[src/design/snl_pkg.sv]
// Shared types and constants for the number literal scanner.
// Used by snl_csr, snl_scan and number_literal_scanner; depends on nothing.
package snl_pkg;

   localparam int MAX_LEN_DEFAULT = 4095;
   localparam int LEN_W           = 12;
   localparam int VALUE_W         = 64;
   localparam int MAG_W           = 64;
   localparam int PROD_W          = MAG_W + 4;
   localparam int CSR_ADDR_W      = 3;
   localparam int CSR_DATA_W      = 32;
   localparam int RSP_DATA_W      = 80;

   localparam logic [LEN_W-1:0] LEN_MAX = 12'd4095;
   localparam logic [MAG_W-1:0] TWO63   = 64'h8000_0000_0000_0000;

   // register index, taken from paddr[2]
   localparam logic REG_ALLOW_DOUBLE = 1'b0;

   localparam logic [7:0] CHAR_0     = 8'h30;
   localparam logic [7:0] CHAR_9     = 8'h39;
   localparam logic [7:0] CHAR_DOT   = 8'h2e;
   localparam logic [7:0] CHAR_LOW_E = 8'h65;
   localparam logic [7:0] CHAR_UP_E  = 8'h45;
   localparam logic [7:0] CHAR_MINUS = 8'h2d;
   localparam logic [7:0] CHAR_PLUS  = 8'h2b;

   typedef enum logic [3:0] {
      PH_IDLE,
      PH_BEGIN,
      PH_MINUS,
      PH_PLUS,
      PH_INT,
      PH_ZERO,
      PH_DOT,
      PH_FRAC,
      PH_EXP,
      PH_EXPSIGN,
      PH_EXPDIG
   } phase_type;

   typedef enum logic [1:0] {
      ST_INTEGER = 2'd0,
      ST_REAL    = 2'd1,
      ST_ERROR   = 2'd2
   } status_type;

   typedef struct packed {
      logic       start_req;
      logic [7:0] char_byte;
      logic       last_byte;
   } scan_item_type;

   typedef struct packed {
      status_type                 status;
      logic signed [VALUE_W-1:0]  integer_value;
      logic [LEN_W-1:0]           consumed_length;
   } scan_result_type;

endpackage

[src/design/snl_csr.sv]
// APB-style configuration register for the number literal scanner.
// Holds allow_double; depends on snl_pkg.
module snl_csr
   import snl_pkg::*;
(
   input  logic                  clock,
   input  logic                  reset,
   input  logic                  csr_psel,
   input  logic                  csr_penable,
   input  logic                  csr_pwrite,
   input  logic [CSR_ADDR_W-1:0] csr_paddr,
   input  logic [CSR_DATA_W-1:0] csr_pwdata,
   output logic [CSR_DATA_W-1:0] csr_prdata,
   output logic                  csr_pready,
   output logic                  allow_double
);

   logic allow_double_ff;
   logic allow_double_in;
   logic hit;

   assign hit        = (csr_paddr[2] == REG_ALLOW_DOUBLE);
   assign csr_pready = 1'b1;

   always_comb begin
      allow_double_in = allow_double_ff;
      if (csr_psel && csr_penable && csr_pwrite && hit) begin
         allow_double_in = csr_pwdata[0];
      end
   end

   always_ff @(posedge clock) begin
      if (reset) begin
         allow_double_ff <= 1'b1;
      end else begin
         allow_double_ff <= allow_double_in;
      end
   end

   assign csr_prdata   = hit ? {{(CSR_DATA_W-1){1'b0}}, allow_double_ff} : '0;
   assign allow_double = allow_double_ff;

endmodule

[src/design/snl_scan.sv]
// Scanner state and per-byte update: phase, sign, magnitude, byte count.
// Produces at most one result per byte; depends on snl_pkg.
module snl_scan
   import snl_pkg::*;
#(
   parameter int MAX_LEN = MAX_LEN_DEFAULT
) (
   input  logic            clock,
   input  logic            reset,
   input  logic            step_valid,
   input  scan_item_type   item,
   input  logic            allow_double,
   output logic            res_valid,
   output scan_result_type result
);

   localparam int CountW = $clog2(MAX_LEN + 1);
   localparam int CmpW   = (CountW > LEN_W) ? CountW : LEN_W;

   phase_type          phase_ff, phase_in;
   logic [MAG_W-1:0]   mag_ff, mag_in;
   logic               ovf_ff, ovf_in;
   logic               minus_ff, minus_in;
   logic               noint_ff, noint_in;
   logic [CountW-1:0]  cnt_ff, cnt_in;

   phase_type          ph_b, ph_acc;
   logic [MAG_W-1:0]   mag_b;
   logic               ovf_b, minus_b, noint_b;
   logic [CountW-1:0]  cnt_b;
   logic               acc, int_start, add_dig, is_dig, is_e;
   logic [3:0]         dig;
   logic [PROD_W-1:0]  prod;
   logic               dig_ovf;
   logic               finish;
   logic [7:0]         c;

   always_comb begin : next_state
      c         = item.char_byte;
      is_dig    = (c >= CHAR_0) && (c <= CHAR_9);
      is_e      = (c == CHAR_LOW_E) || (c == CHAR_UP_E);
      dig       = c[3:0];
      // a start byte clears the number in progress
      ph_b      = item.start_req ? PH_BEGIN : phase_ff;
      mag_b     = item.start_req ? '0 : mag_ff;
      ovf_b     = item.start_req ? 1'b0 : ovf_ff;
      minus_b   = item.start_req ? 1'b0 : minus_ff;
      noint_b   = item.start_req ? 1'b0 : noint_ff;
      cnt_b     = item.start_req ? '0 : cnt_ff;
      prod      = ({4'b0, mag_b} << 3) + ({4'b0, mag_b} << 1) + PROD_W'(dig);
      dig_ovf   = prod > {4'b0, TWO63};
      ph_acc    = ph_b;
      mag_in    = mag_b;
      ovf_in    = ovf_b;
      minus_in  = minus_b;
      noint_in  = noint_b;
      acc       = 1'b0;
      int_start = 1'b0;
      add_dig   = 1'b0;
      case (ph_b)
         PH_BEGIN: begin
            if (c == CHAR_MINUS) begin
               minus_in = 1'b1;
               ph_acc   = PH_MINUS;
               acc      = 1'b1;
            end else if (c == CHAR_PLUS) begin
               ph_acc = PH_PLUS;
               acc    = 1'b1;
            end else begin
               int_start = 1'b1;
            end
         end
         PH_MINUS: begin
            if (c == CHAR_PLUS) begin
               ph_acc = PH_PLUS;
               acc    = 1'b1;
            end else begin
               int_start = 1'b1;
            end
         end
         PH_PLUS: int_start = 1'b1;
         PH_INT, PH_ZERO: begin
            if (is_dig && ph_b == PH_INT) begin
               add_dig = 1'b1;
               acc     = 1'b1;
            end else if (allow_double && c == CHAR_DOT) begin
               noint_in = 1'b1;
               ph_acc   = PH_DOT;
               acc      = 1'b1;
            end else if (allow_double && is_e) begin
               noint_in = 1'b1;
               ph_acc   = PH_EXP;
               acc      = 1'b1;
            end
         end
         PH_DOT: begin
            if (is_dig) begin
               ph_acc = PH_FRAC;
               acc    = 1'b1;
            end
         end
         PH_FRAC: begin
            if (is_dig) begin
               acc = 1'b1;
            end else if (is_e) begin
               ph_acc = PH_EXP;
               acc    = 1'b1;
            end
         end
         PH_EXP: begin
            if (c == CHAR_PLUS || c == CHAR_MINUS) begin
               ph_acc = PH_EXPSIGN;
               acc    = 1'b1;
            end else if (is_dig) begin
               ph_acc = PH_EXPDIG;
               acc    = 1'b1;
            end
         end
         PH_EXPSIGN, PH_EXPDIG: begin
            if (is_dig) begin
               ph_acc = PH_EXPDIG;
               acc    = 1'b1;
            end
         end
         default: acc = 1'b0;
      endcase
      if (int_start) begin
         if (c == CHAR_0) begin
            ph_acc = PH_ZERO;
            acc    = 1'b1;
         end else if (is_dig) begin
            ph_acc  = PH_INT;
            add_dig = 1'b1;
            acc     = 1'b1;
         end
      end
      // freeze the magnitude once it passes two to the sixty-third
      if (add_dig && !ovf_b) begin
         if (dig_ovf) begin
            ovf_in   = 1'b1;
            noint_in = 1'b1;
         end else begin
            mag_in = prod[MAG_W-1:0];
         end
      end
      cnt_in = cnt_b;
      if (acc && cnt_b != CountW'(MAX_LEN)) begin
         cnt_in = cnt_b + CountW'(1);
      end
      finish   = step_valid && (ph_b != PH_IDLE) && (!acc || item.last_byte);
      phase_in = finish ? PH_IDLE : ph_acc;
   end

   logic [CmpW-1:0]  cnt_ext;
   logic [LEN_W-1:0] len_sat;
   logic             can_end;

   always_comb begin : result_out
      cnt_ext   = CmpW'(cnt_in);
      len_sat   = (cnt_ext > CmpW'(LEN_MAX)) ? LEN_MAX : cnt_ext[LEN_W-1:0];
      can_end   = (ph_acc == PH_INT) || (ph_acc == PH_ZERO) ||
                  (ph_acc == PH_FRAC) || (ph_acc == PH_EXPDIG);
      res_valid = finish;
      result.status          = ST_ERROR;
      result.integer_value   = '0;
      result.consumed_length = '0;
      if (!can_end) begin
         result.status = ST_ERROR;
      end else if (noint_in) begin
         if (allow_double) begin
            result.status          = ST_REAL;
            result.consumed_length = len_sat;
         end
      end else if (minus_in) begin
         result.status          = ST_INTEGER;
         result.integer_value   = -$signed(mag_in);
         result.consumed_length = len_sat;
      end else if (mag_in != TWO63) begin
         result.status          = ST_INTEGER;
         result.integer_value   = $signed(mag_in);
         result.consumed_length = len_sat;
      end
   end

   always_ff @(posedge clock) begin
      if (reset) begin
         phase_ff <= PH_IDLE;
         mag_ff   <= '0;
         ovf_ff   <= 1'b0;
         minus_ff <= 1'b0;
         noint_ff <= 1'b0;
         cnt_ff   <= '0;
      end else if (step_valid) begin
         phase_ff <= phase_in;
         mag_ff   <= mag_in;
         ovf_ff   <= ovf_in;
         minus_ff <= minus_in;
         noint_ff <= noint_in;
         cnt_ff   <= cnt_in;
      end
   end

endmodule

[src/design/number_literal_scanner.sv]
// Top level of the number literal scanner: input register, scanner, result register.
// Depends on snl_pkg, snl_csr and snl_scan.
//
//   channel  direction  contents
//   req      in         tdata char_byte, tuser start_req, tlast last_byte
//   rsp      out        tdata integer_value, consumed_length; tuser status
//   csr      in/out     APB, allow_double at byte address 0
//
// One byte is taken per cycle while the scanner is not stalled; rsp_tvalid rises
// once the ending byte has passed the input register, where the state update
// works on it, and the result register, which takes the result when the scanner steps.
// Reset clears the phase, counters and valid flags.
// A stalled result holds the scanner, and one more byte waits in the input
// register before req_tready drops.
module number_literal_scanner
   import snl_pkg::*;
#(
   parameter int MAX_LEN = MAX_LEN_DEFAULT
) (
   input  logic                  clock,
   input  logic                  reset,
   input  logic                  req_tvalid,
   output logic                  req_tready,
   input  logic [7:0]            req_tdata,   // [7:0] char_byte
   input  logic [0:0]            req_tuser,   // [0] start_req
   input  logic                  req_tlast,   // last_byte
   output logic                  rsp_tvalid,
   input  logic                  rsp_tready,
   output logic [RSP_DATA_W-1:0] rsp_tdata,   // [63:0] integer_value, [75:64] consumed_length
   output logic [1:0]            rsp_tuser,   // [1:0] status
   input  logic                  csr_psel,
   input  logic                  csr_penable,
   input  logic                  csr_pwrite,
   input  logic [CSR_ADDR_W-1:0] csr_paddr,
   input  logic [CSR_DATA_W-1:0] csr_pwdata,
   output logic [CSR_DATA_W-1:0] csr_prdata,
   output logic                  csr_pready
);

   logic            allow_double;
   logic            in_valid_ff, in_valid_in;
   scan_item_type   in_item_ff;
   logic            out_valid_ff, out_valid_in;
   scan_result_type out_result_ff;
   logic            step;
   logic            res_valid;
   scan_result_type result;

   snl_csr u_csr (
      .clock        (clock),
      .reset        (reset),
      .csr_psel     (csr_psel),
      .csr_penable  (csr_penable),
      .csr_pwrite   (csr_pwrite),
      .csr_paddr    (csr_paddr),
      .csr_pwdata   (csr_pwdata),
      .csr_prdata   (csr_prdata),
      .csr_pready   (csr_pready),
      .allow_double (allow_double)
   );

   // advance the scanner only when the result register has room
   assign step       = in_valid_ff && (!out_valid_ff || rsp_tready);
   assign req_tready = !in_valid_ff || step;

   snl_scan #(
      .MAX_LEN (MAX_LEN)
   ) u_scan (
      .clock        (clock),
      .reset        (reset),
      .step_valid   (step),
      .item         (in_item_ff),
      .allow_double (allow_double),
      .res_valid    (res_valid),
      .result       (result)
   );

   always_comb begin
      in_valid_in = in_valid_ff;
      if (req_tready) begin
         in_valid_in = req_tvalid;
      end
      out_valid_in = out_valid_ff;
      if (rsp_tready) begin
         out_valid_in = 1'b0;
      end
      if (step && res_valid) begin
         out_valid_in = 1'b1;
      end
   end

   always_ff @(posedge clock) begin
      if (reset) begin
         in_valid_ff  <= 1'b0;
         out_valid_ff <= 1'b0;
      end else begin
         in_valid_ff  <= in_valid_in;
         out_valid_ff <= out_valid_in;
      end
   end

   always_ff @(posedge clock) begin
      if (req_tready && req_tvalid) begin
         in_item_ff.start_req <= req_tuser[0];
         in_item_ff.char_byte <= req_tdata;
         in_item_ff.last_byte <= req_tlast;
      end
      if (step && res_valid) begin
         out_result_ff <= result;
      end
   end

   assign rsp_tvalid = out_valid_ff;
   assign rsp_tuser  = out_result_ff.status;
   assign rsp_tdata  = {4'b0, out_result_ff.consumed_length, out_result_ff.integer_value};

endmodule
[config.mk]
export PLATFORM = sky130hd
export DESIGN_NAME = number_literal_scanner
export DESIGN_NICKNAME = d
export VERILOG_FILES = /design/src/design/snl_pkg.sv /design/src/design/snl_csr.sv /design/src/design/snl_scan.sv /design/src/design/number_literal_scanner.sv
export SDC_FILE = /design/constraint.sdc
export NUM_CORES = 1
export LEC_CHECK = 0
export BUFFER_PORTS_ARGS = -buffer_cell sky130_fd_sc_hd__buf_2
export CAP_MARGIN = 5
export CORE_ASPECT_RATIO = 1.75
export CORE_MARGIN = 1
export CORE_UTILIZATION = 35
export CTS_BUF_LIST = sky130_fd_sc_hd__clkbuf_4
export DETAILED_ROUTE_END_ITERATION = 16
export PLACE_DENSITY_LB_ADDON = 0.15
export SLEW_MARGIN = 20
export SYNTH_ARGS = -nofsm -noshare
export SYNTH_HDL_FRONTEND = slang
export SYNTH_HIERARCHICAL = 1
export SYNTH_SLANG_ARGS = --single-unit
[constraint.sdc]
create_clock -name clock -period 11.1 [get_ports clock]
set_input_delay 0 -clock clock [delete_from_list [all_inputs] [get_ports clock]]
set_output_delay 0 -clock clock [all_outputs]
set_load 0.03 [all_outputs]
# Word level (Yosys, flattened, before mapping)
# Index checks and enable logic that the tools add are counted.
op_classes:
  addsub: 4
  order_cmp: 4
  n_eq_ne: 22
  mux: 65
  n_bitwise: 2
  reduce_logical: 32
op_table:
  columns: ["op", "n"]
  rows:
  - ["$mux 64", 3]
  - ["$mux 78", 2]
  - ["$add 67x65->68", 1]
  - ["$add 68x4->68", 1]
  - ["$gt 68x64->1 const B", 1]
  - ["$ne 64x64->1 const B", 1]
  - ["$neg 64->64", 1]
  - ["$mux 12", 5]
  - ["$mux 4", 15]
  - ["$mux 1", 35]
  - ["$eq 8x6->1 const B", 4]
  - ["$eq 4x3->1 const B", 7]
  - ["$pmux 4 s7", 1]
  - ["$eq 4x4->1 const B", 4]
  - ["$eq 8x7->1 const B", 2]
  - ["$logic_and 1x1->1", 14]
  - ["$add 12x1->12 const B", 1]
  - ["$gt 12x12->1 const B", 1]
  - ["$ne 12x12->1 const B", 1]
  - ["$eq 4x2->1 const B", 2]
  - ["$ge 8x6->1 const B", 1]
  - ["$le 8x6->1 const B", 1]
  - ["$logic_or 1x1->1", 8]
  - ["$pmux 1 s6", 1]
  - ["other kinds (9)", 16]
totals:
  ff_bits: 174
  in_bits: 52
  output_inout_bits: 117
  elab_cells: 144

# Longest topological paths before layout
logic_depth:
  word_depth: 17
  depth_mapped: 36

# Modules after synthesis
# Netlist, hierarchy kept.
modules_own_cells:
  columns: ["mod", "instances", "cells_per_inst", "area_each_um2", "seq_area_each_um2"]
  rows:
  - ["snl_scan", 1, 2175, 14606.5, 1661.6]
  - ["number_literal_scanner", 1, 104, 2778.9, 2682.6]
  - ["snl_csr", 1, 40, 315.3, 20.0]

# Worst setup path after synthesis
# No wires, ideal clock.
synth_path:
  path_kind: "register -> register"
  from: "reg in_item_ff[9] (netlist name)"
  to: "reg out_result_ff (netlist bit rsp_tdata[62]) (data pin)"
  setup_time_ns: 0.262
  arrival_time_ns: 8.704
  path_slack_ns: 2.134
  stages_incl_launch_ff: 34
  synth_period_minus_slack_ns: 8.966
  path_cell_list: "edfxtp_1 > clkbuf_1 > clkbuf_1 > buf_1 > clkbuf_1 > clkbuf_1 > buf_1 > buf_1 > nor2b_1 > ha_1 > ha_1 > buf_2 > nand4_1 > nor2_1 > nand4_1 > a2111o_1 > a211o_1 > a41oi_1 > o211ai_1 > or4b_1 > nor3_1 > a21oi_1 > clkbuf_1 > clkbuf_1 > buf_1 > mux2i_1 > ha_1 > nor3b_1 > o211ai_1 > nor3_1 > o21ai_0 > nor3_1 > a41o_1 > mux2_1"
synth_via:
  elab_chain_len: 14
synth_rtl:
  columns: ["item", "line_no", "text"]
  rows:
  - ["start, declared", "number_literal_scanner.sv:42", "scan_item_type in_item_ff;"]
  - ["parallel branches: the longest is 14 deep, another holds $add 67x65->68", null, null]
  - ["end signal, assigned", "number_literal_scanner.sv:109", "out_result_ff <= result;"]
  - ["end, declared", "number_literal_scanner.sv:44", "scan_result_type out_result_ff;"]
# Several ways; the timed one is not identified.
# A chain may end at the register's enable or synchronous reset.

# Final worst setup path
# Ends and elaborated chain as after synthesis.

==> flow_summary_export.csv <==
group,metric,value,unit
global_routing,grt_max_degree,92,
placed_design,gp_congestion,0.9815,
logic_synthesis,synth.area.top_cells,"edfxtp_1, dfxtp_1, ha_1",
finish,nets,2522,
floorplanning,core_area,0.04973,mm^2
power_and_ir_drop,p_clk_share,26.5,%
placed_design,place_ws,1.351,ns
logic_synthesis,syn_area_per_cell,7.633,um^2
sta,fin_crit_sh,89.35,%
worst_setup_path,cp-end-kind,"flip-flop",
global_routing,grt_pass1_vias,17400,
cts,insertion_delay,0.63,ns
route,drtIter0Drc,1393,
power_and_ir_drop,switching_power,0.5005,mW
finish,area_growth,7.153,%
floorplanning,fp.dieH,299.5,um
worst_hold_path,hold_class,"in -> reg",
worst_setup_path,cp-start-kind,"flip-flop",
logic_synthesis,async_flop_share,0,%
cts,clock-sinks,174,
logic_synthesis,ys_types,101,
logic_synthesis,synth_top_area_cell,"edfxtp_1",
cts,cts_tree,"built",
worst_setup_path,path_delay_family,"simple AND/OR/NAND/NOR gates",
sta,final.setup.tns,0,ns
route,vias_per_cell,6.045,
floorplanning,initial_utilization,35.60,%
power_and_ir_drop,switching_share,35.43,%
route,wl_per_cell,22.95,um
sta,drv_slew,0,
cts,cts_setup_buffers,0,
logic_synthesis,synthCells,2319,
worst_setup_path,worst-path-max-fanout,18,
sta,skew,0.04530,ns
status,status,"finished, final reports clean",
cts,ctsHoldBuffers,15,
finish,drive_gt1_share,9.099,%
global_routing,antenna_found_initial,1,
global_routing,track_usage,26.67,%
logic_synthesis,ys_seq_area_share,24.66,%
worst_setup_path,slowest_stage,"or4b_1",
logic_synthesis,ys.flop_type,"edfxtp_1",
floorplanning,dieArea,0.05151,mm^2
power_and_ir_drop,p_leak,7.833,nW
logic_synthesis,synth_top_area_share,14.93,%
worst_setup_path,arrival,10.32,ns
worst_hold_path,min_delay_path_depth,2,
floorplanning,boundaryPins,169,
power_and_ir_drop,pwr-share-comb,24.4,%
route,totalWireLength,69160,um
power_and_ir_drop,p_int,0.9122,mW
sta,setup_slack,1.182,ns
cts,cts_max_level,4,
worst_setup_path,worst-r2r-cell-count,25,
logic_synthesis,synth-seq-cells,174,
power_and_ir_drop,p_seq_share,49.1,%
placed_design,port-buffer-count,99,
route,drt_pre_antenna_iters,6,
worst_setup_path,r2r_end,"rsp_tdata[62]",
cts,cts_resized,0,
floorplanning,die_w,172.0,um
sta,hold_viol_final,0,
route,drc,0,
placed_design,dpl.hpwl,54420,um
sta,setup_viol,0,
worst_setup_path,path_class,"reg -> reg",
logic_synthesis,yosysWarnings,6,
route,final_antenna_net_count,0,
worst_setup_path,crit_top_cell,"nor3_1",
worst_hold_path,hold_start,"req_tlast",
worst_setup_path,crit-reg2reg-launch,"in_item_ff[9]",
sta,slew_headroom,22.80,%
cts,path_clk_slew,0.16,ns
worst_setup_path,cp_slowest_stage_delay,0.76,ns
sta,rsz0062_at_grt,"no",
cts,clock-root-buffer,"clkbuf_4",
worst_setup_path,r2r_setup_slack,1.18,ns
floorplanning,rows,108,
cts,clock_path_buffers,2,
worst_setup_path,critical_path_buf_inv_count,3,
power_and_ir_drop,ir_drop,0.05406,mV
worst_hold_path,hold_end,"in_item_ff[0]",
global_routing,grt_pass1_wl,104000,um
worst_setup_path,required,11.50,ns
logic_synthesis,syn-cell-area,0.01770,mm^2
power_and_ir_drop,pwr_density_cell,74.48,mW/mm^2
worst_setup_path,worstSetupStartpoint,"in_item_ff[9]",
route,num_vias,18210,
sta,worst_pin_slew,1.153,ns
sta,period_minus_slack,9.918,ns
cts,cts_buffers,17,
global_routing,globalRouteOverflowTotal,0,
logic_synthesis,synth-edff-count,88,
sta,max_freq,100.8,MHz
job,maxCapViolCount,0,
## cell type report
cell class	count	area (um^2)
repair buffers	137	830.8
flip-flops and latches	174	4364
fillers	5338	30760
clock buffers	19	142.6
inverters	42	157.7
diodes	1	2.502
clock inverters	13	132.6
multi-input cells	1967	12510
well taps	660	825.8
## state kept, by name, indices dropped and copies added, names as in the netlist
register,flops
u_scan/minus_ff,1
in_item_ff,10
u_scan/cnt_ff,12
u_scan/ovf_ff,1
u_scan/phase_ff,4
in_valid_ff,1
rsp_tdata,76
rsp_tvalid,1
u_csr/allow_double,1
u_scan/mag_ff,64
rsp_tuser,2
u_scan/noint_ff,1
## layer usage
metal  vias to the layer above  wire (um)  track usage, %
met5                         -          0               0
li1                       8566          -               -
met3                       161       2828           2.099
met1                      8797      27440           30.50
met2                       689      34740           47.57
met4                         0       4150           15.97
## how the worst max path moves through the flow
stage | endpoint | slack (ns) | cells past startpoint
2_1_floorplan | rsp_tdata[62] | 2.13 | 33
3_3_place_gp | rsp_tdata[62] | 1.49 | 25
3_5_place_dp | rsp_tdata[62] | 1.35 | 25
4_1_cts | rsp_tdata[62] | 1.34 | 25
5_1_grt | rsp_tdata[62] | 0.59 | 25
6_report | rsp_tdata[62] | 1.18 | 25
## Yosys cell counts, drive strengths merged, types with 7 or more instances
library cell	count
or4	16
nand2b	15
o211ai	25
dfxtp	86
o21ai	127
edfxtp	88
a21oi	179
o2111ai	9
or3	41
inv	40
ha	130
a211oi	56
o31ai	15
mux2i	58
and2	23
a31oi	24
nor4	29
clkbuf	91
xor2	38
nor2b	69
nand2	212
buf	78
and3	19
or2	17
nor2	324
a21o	36
xnor2	46
o21bai	10
nand3	50
nand4	53
nand3b	7
o21a	25
nor4b	7
nor3	101
and4	13
a22oi	32
## cell families (layout without fill, tap and decap cells)
family	Yosys count	count (layout)	share of synthesized area [%]
and+or+nand+nor	1022	1022	28.70
AOI/OAI and AO/OA	630	630	23.79
other	3	37	0.06361
xor gates and xnor gates	84	84	4.156
buffers and inverters	211	211	5.669
muxes	64	64	3.662
DFF	174	174	24.66
adders and majority gates	131	131	9.302
## worst register-to-register path, cell delays in order (launching register included)
cell and delay [ns]:
edfxtp_1 0.44, clkinv_1 0.72, nand2_1 0.59, inv_1 0.19
ha_1 0.34, ha_1 0.36, nand2_1 0.24, nor3_1 0.12
a22oi_1 0.53, a21oi_1 0.37, or4_1 0.56, o211ai_1 0.19
o2111ai_1 0.33, or4b_1 0.76, nor3_1 0.55, a21oi_4 0.23
mux2i_1 0.32, ha_1 0.40, nor3b_1 0.30, o211ai_1 0.23
nor3_1 0.35, o21ai_0 0.15, buf_4 0.20, nor3_1 0.63
a41o_1 0.27, mux2_1 0.32
## per-stage QoR
| stage | util (%) | instance area, um^2 | cells | hold slack (ns) | power [mW] |
|---|---|---|---|---|---|
| after floorplan | - | 17820 | 2352 | 0.06907 | 0.9517 |
| after global placement | 37.27 | 18530 | 2965 | 0.1790 | 1.038 |
| after detailed placement | 37.27 | 18530 | 2965 | 0.1797 | 1.041 |
| after CTS | 38.12 | 18960 | 3012 | 0.03545 | 1.422 |
| after global routing | 38.14 | 18970 | 3013 | 0.03760 | 1.477 |
| final | 38.14 | 18970 | 3013 | 0.08874 | 1.413 |
## power groups by stage
| stage | Combinational [mW] | Clock (mW) | Sequential (mW) |
|---|---|---|---|
| after floorplan | 0.247 | 0 | 0.705 |
| after global placement | 0.332 | 0 | 0.707 |
| after detailed placement | 0.334 | 0 | 0.707 |
| after CTS | 0.339 | 0.390 | 0.693 |
| after global routing | 0.371 | 0.411 | 0.695 |
| final | 0.345 | 0.375 | 0.693 |
## placed cells by master (no fill, tap or decap), drive strengths merged, types with 23 or more instances in the layout
master,n
nand4,53
o211ai,25
a22oi,32
ha,130
nor3,101
nor2b,69
xor2,38
a21o,36
nand3,50
inv,45
or3,41
edfxtp,88
nor4,29
xnor2,46
dfxtp,86
buf,122
a31oi,24
and2,23
o21ai,127
a21oi,179
o21a,25
nand2,212
nor2,324
a211oi,56
mux2i,58
conb,36
Note: power is estimated with default switching activity, not from simulation.
